`src/sv/jlsr_pkg.sv`:
```
`default_nettype none
// ----------------------------------------------------------------------------
// jlsr_pkg: shared constants and helpers
// Grid geometry, sequencer lengths, register map and small arithmetic helpers
// for the square-ring Laplace relaxation unit.
// ----------------------------------------------------------------------------
package jlsr_pkg;

   localparam int GRID_SIDE = 64;
   localparam int IDX_W     = 6;
   localparam int ADDR_W    = 2 * IDX_W;
   localparam int CELLS     = GRID_SIDE * GRID_SIDE;
   localparam int VAL_W     = 32;
   localparam int H_W       = 25;
   localparam int POS_W     = 26;
   localparam int SWP_W     = 16;
   localparam int PROD_W    = IDX_W + H_W;
   localparam int SQ_W      = 2 * PROD_W - 24;
   localparam int PSQ_W     = 2 * POS_W - 24;
   localparam int DIFF_W    = SQ_W + 1;
   localparam int SUM_W     = VAL_W + 2;

   // shift-line taps, newest beat at tap 0
   localparam int CHAIN_LEN    = 2 * GRID_SIDE + 1;
   localparam int TAP_NEXT_ROW = 0;
   localparam int TAP_RIGHT    = GRID_SIDE - 1;
   localparam int TAP_CENTER   = GRID_SIDE;
   localparam int TAP_LEFT     = GRID_SIDE + 1;
   localparam int TAP_PREV_ROW = 2 * GRID_SIDE;

   localparam int CENTER_LAG = GRID_SIDE + 2;
   localparam int SWEEP_LEN  = CELLS + CENTER_LAG + 2;
   localparam int INIT_LEN   = GRID_SIDE * (GRID_SIDE + 1) + 4;
   localparam int CNT_W      = 13;

   localparam int CSR_AW = 4;
   localparam logic [1:0] REG_GRID  = 2'd0;
   localparam logic [1:0] REG_STEP  = 2'd1;
   localparam logic [1:0] REG_SWEEP = 2'd2;

   localparam logic [IDX_W-1:0] GRID_RST  = 6'd30;
   localparam logic [H_W-1:0]   STEP_RST  = 25'd1677722;
   localparam logic [SWP_W-1:0] SWEEP_RST = 16'd1000;

   // floor(x/3) for x < 128 by reciprocal multiply
   function automatic logic [IDX_W-1:0] div3(input logic [IDX_W:0] x);
      logic [IDX_W+6:0] p;
      p = {6'd0, x} * 13'd43;
      return p[IDX_W+6:7];
   endfunction

   // saturate a wide signed difference to 32 bits
   function automatic logic [VAL_W-1:0] sat32(input logic [DIFF_W-1:0] d);
      logic [VAL_W-1:0] r;
      r = d[VAL_W-1:0];
      if (!d[DIFF_W-1] && (|d[DIFF_W-2:VAL_W-1])) r = 32'h7FFF_FFFF;
      else if (d[DIFF_W-1] && !(&d[DIFF_W-2:VAL_W-1])) r = 32'h8000_0000;
      return r;
   endfunction

endpackage
`default_nettype wire

```
`src/sv/jlsr_cell.sv`:
```
`default_nettype none
// ----------------------------------------------------------------------------
// jlsr_cell: one stage of the grid shift line
// Holds one node value and hands it to the next cell every cycle.
// ----------------------------------------------------------------------------
module jlsr_cell
   import jlsr_pkg::*;
(
   input  wire logic             clock,
   input  wire logic [VAL_W-1:0] d_in,
   output logic      [VAL_W-1:0] q_out
);

   logic [VAL_W-1:0] val_ff;

   always_ff @(posedge clock) begin
      val_ff <= d_in;
   end

   assign q_out = val_ff;

endmodule
`default_nettype wire

```
`config.mk`:
```
export PLATFORM = sky130hd
export DESIGN_NAME = jlsr_cell
export DESIGN_NICKNAME = d
export VERILOG_FILES = /design/src/sv/jlsr_pkg.sv /design/src/sv/jlsr_cell.sv
export SDC_FILE = /design/constraint.sdc
export NUM_CORES = 1
export LEC_CHECK = 0
export BUFFER_PORTS_ARGS = -buffer_cell sky130_fd_sc_hd__buf_2
export CORE_MARGIN = 2
export CORE_UTILIZATION = 35
export DETAILED_ROUTE_END_ITERATION = 10
export GPL_ROUTABILITY_DRIVEN = 1
export GPL_TIMING_DRIVEN = 0
export PLACE_DENSITY = 0.77
export SETUP_SLACK_MARGIN = 0.4
export SYNTH_ARGS = -nofsm -noshare
export SYNTH_HDL_FRONTEND = slang
export SYNTH_SLANG_ARGS = --single-unit
```
`constraint.sdc`:
```
create_clock -name clock -period 0.8 [get_ports clock]
set_input_delay 0.08 -clock clock [delete_from_list [all_inputs] [get_ports clock]]
set_output_delay 0.08 -clock clock [all_outputs]
set_load 0.01 [all_outputs]
```
==> reports/metrics.cfg <==
[setup_path]
critPathRequiredTime_ns = 0.72
path_type_of_the_worst_setup_path = flip-flop to output pin
endpoint = q_out[12]
cp_slowest_cell = sky130_fd_sc_hd__dfxtp_2
critical_path.startpoint = q_out[12]
cp_slowest_stage_delay_ns = 0.33
data_arrival_time_of_the_critical_path_ns = 0.76
start_kind = flip-flop
worstPathCellList = buf_6
timing.critical_path.buf_inv = 1
setup.worst_path.end_class = output pin
cp_top_family = flip-flops
critical_path_peak_fanout = 1
cp_num_cells = 1

[sta]
timing.max_slew.rel_slack = 0.9440
timing_hold_violations_final = 32
final.setup.worst_slack_ns = -0.04001
setup_violations = 32
worst_slew_pin_slew_ns = 0.08403
hold_ws_ns = -0.1406
fin_crit_sh = 1.050
timing.final.crit_period_ns = 0.8400
setup_repair_after_global_routing_missed_its_margin = yes
fmaxAchievable_mhz = 1190
final_max_slew_viol_count = 0

[route]
drt-vias-per-instance = 3.822
routedWlPerCell_um = 11.26
ant_nets = 0
drc_errors = 0
route.final.wire_length_um = 1452
routed-via-count = 493
drt_iter0_markers = 1
drt-pass1-iter-count = 4

[global_route]
grt_pass1_vias = 465
initial_antenna_violation_count = 0
grt_max_degree = 10
grt-ovfl-total = 0
grt_pass1_wl_um = 1863
gr-usage-all-layers = 0.1396

[die]
design.portCount = 65
floorplan.core_area_mm2 = 0.001727
die_area_mm2 = 0.002188
core.rowCount = 15
die_y_um = 46.78
die_width_um = 46.78
floorplan.initialDensity = 0.3710

[clock_network]
cts.sink_count = 32
cts_root_buf = sky130_fd_sc_hd__clkbuf_4
cts_made_buffers = 5
cts.repair_timing.setup_buffer_count = 0
h_tree_depth_reported_by_cts = 2
tritoncts = yes
clock_path_buffers = 2
clk_pin_slew_worst_paths_ns = 0.08

[finish]
area_occupied_by_registers_um2 = 680.7
multi_input_comb_area_um2 = 0
fillers = 121
finish.net_count = 136
antenna-diode-count = 0
area_growth_syn_to_layout_pct = 101.6
share_of_final_layout_standard_cells_stronger_than_drive_strength_1 = 0.9808
nMultiInputCombCells = 0
final_design_utilization = 0.7478
largest_reg_flops = 32

[synth]
synthesis.yosys.warnings = 0
synth_top_area_frac = 1.000
syn-mean-instance-area_um2 = 20.02
synth_area_leader_cell = sky130_fd_sc_hd__dfxtp_1
syn-num-nets = 65
postSynthRegisterBits = 32
synth.lib_cells_used.distinct = 1
syn-instance-count = 32
netlist_top_cells_area = sky130_fd_sc_hd__dfxtp_1
seq_area_frac_synth = 1.000
post_synth_instance_area_um2 = 640.6

[power_and_ir_drop]
max_vdd_drop_v = 0.002074
power.static_leakage_nw = 0.6223
pwr-share-comb = 0.101
power.clock.fraction = 0.302
power.density_cell_area_mw_per_mm2 = 2252
seq_power_share = 0.597
switchingPower_mw = 0.5771
overall_power_mw = 2.907
p_int_mw = 2.330
power_switching_share = 0.1985

[status]
violations = negative hold slack, negative setup slack
run_status = finished with violations

[placed_design]
portBuffers = 64
place_congestion = 0.6237

[min_path]
timing.hold.worst.class = input port to flip-flop
worstHoldStart = d_in[22]

[job]
maxCapViolations = 0

layout by cell type (no fill, tap or decap):
master	instances
sky130_fd_sc_hd__clkbuf_1	2
sky130_fd_sc_hd__dfxtp_2	32
sky130_fd_sc_hd__buf_6	32
sky130_fd_sc_hd__buf_2	32
sky130_fd_sc_hd__clkbuf_8	1
sky130_fd_sc_hd__clkbuf_4	5
Yosys cell counts, drive strengths merged:
library cell	count
dfxtp	32
power groups by stage:
stage	registers (mW)	logic, mW	clock network (mW)
after floorplan	1.80	0	0
after global placement	1.75	0.198	0
after detailed placement	1.75	0.200	0
after CTS	1.74	0.293	0.925
after global routing	1.74	0.314	0.989
final	1.74	0.294	0.877
stage by stage:
step	area, um^2	worst slack, ns	cells	setup TNS, ns	hold slack, ns
after global routing	1291	-0.07818	129	-2.028	-0.1679
after global placement	1032	0.3017	121	0	0.1823
after CTS	1291	-0.05370	129	-1.423	-0.1594
after floorplan	680.7	0.4043	32	0	0.1077
after detailed placement	1032	0.2973	121	0	0.1835
final	1291	-0.04001	129	-0.8039	-0.1406
worst min path at each step:
stage	to	depth (start not counted)
floorplan	q_out[0]	0
global placement	q_out[30]	1
detailed placement	q_out[31]	1
CTS	q_out[29]	1
global route	q_out[26]	1
finish	q_out[22]	1
cell families after synthesis:
logic type  synth area share
DFF                    1.000
timing repair:
action,4_1_cts,5_1_grt
hold endpoints to repair,32,32
setup endpoints to repair,32,32
resized for setup,32,0
area by class of cell:
class	count	share of cell area
clock buffers	8	0.04554
well taps	25	0.02422
repair buffers	64	0.4031
flip-flops and latches	32	0.5271
per-layer routing:
metal,wire (um),part of all wire,vias up,track usage
li1,-,-,241,-
met1,409,0.28,207,0.09780
met2,803,0.55,43,0.2521
met3,230,0.16,2,0.1192
met4,9,0.0062,0,0.06667
met5,0,0,-,0
(Power assumes the default switching activity.)
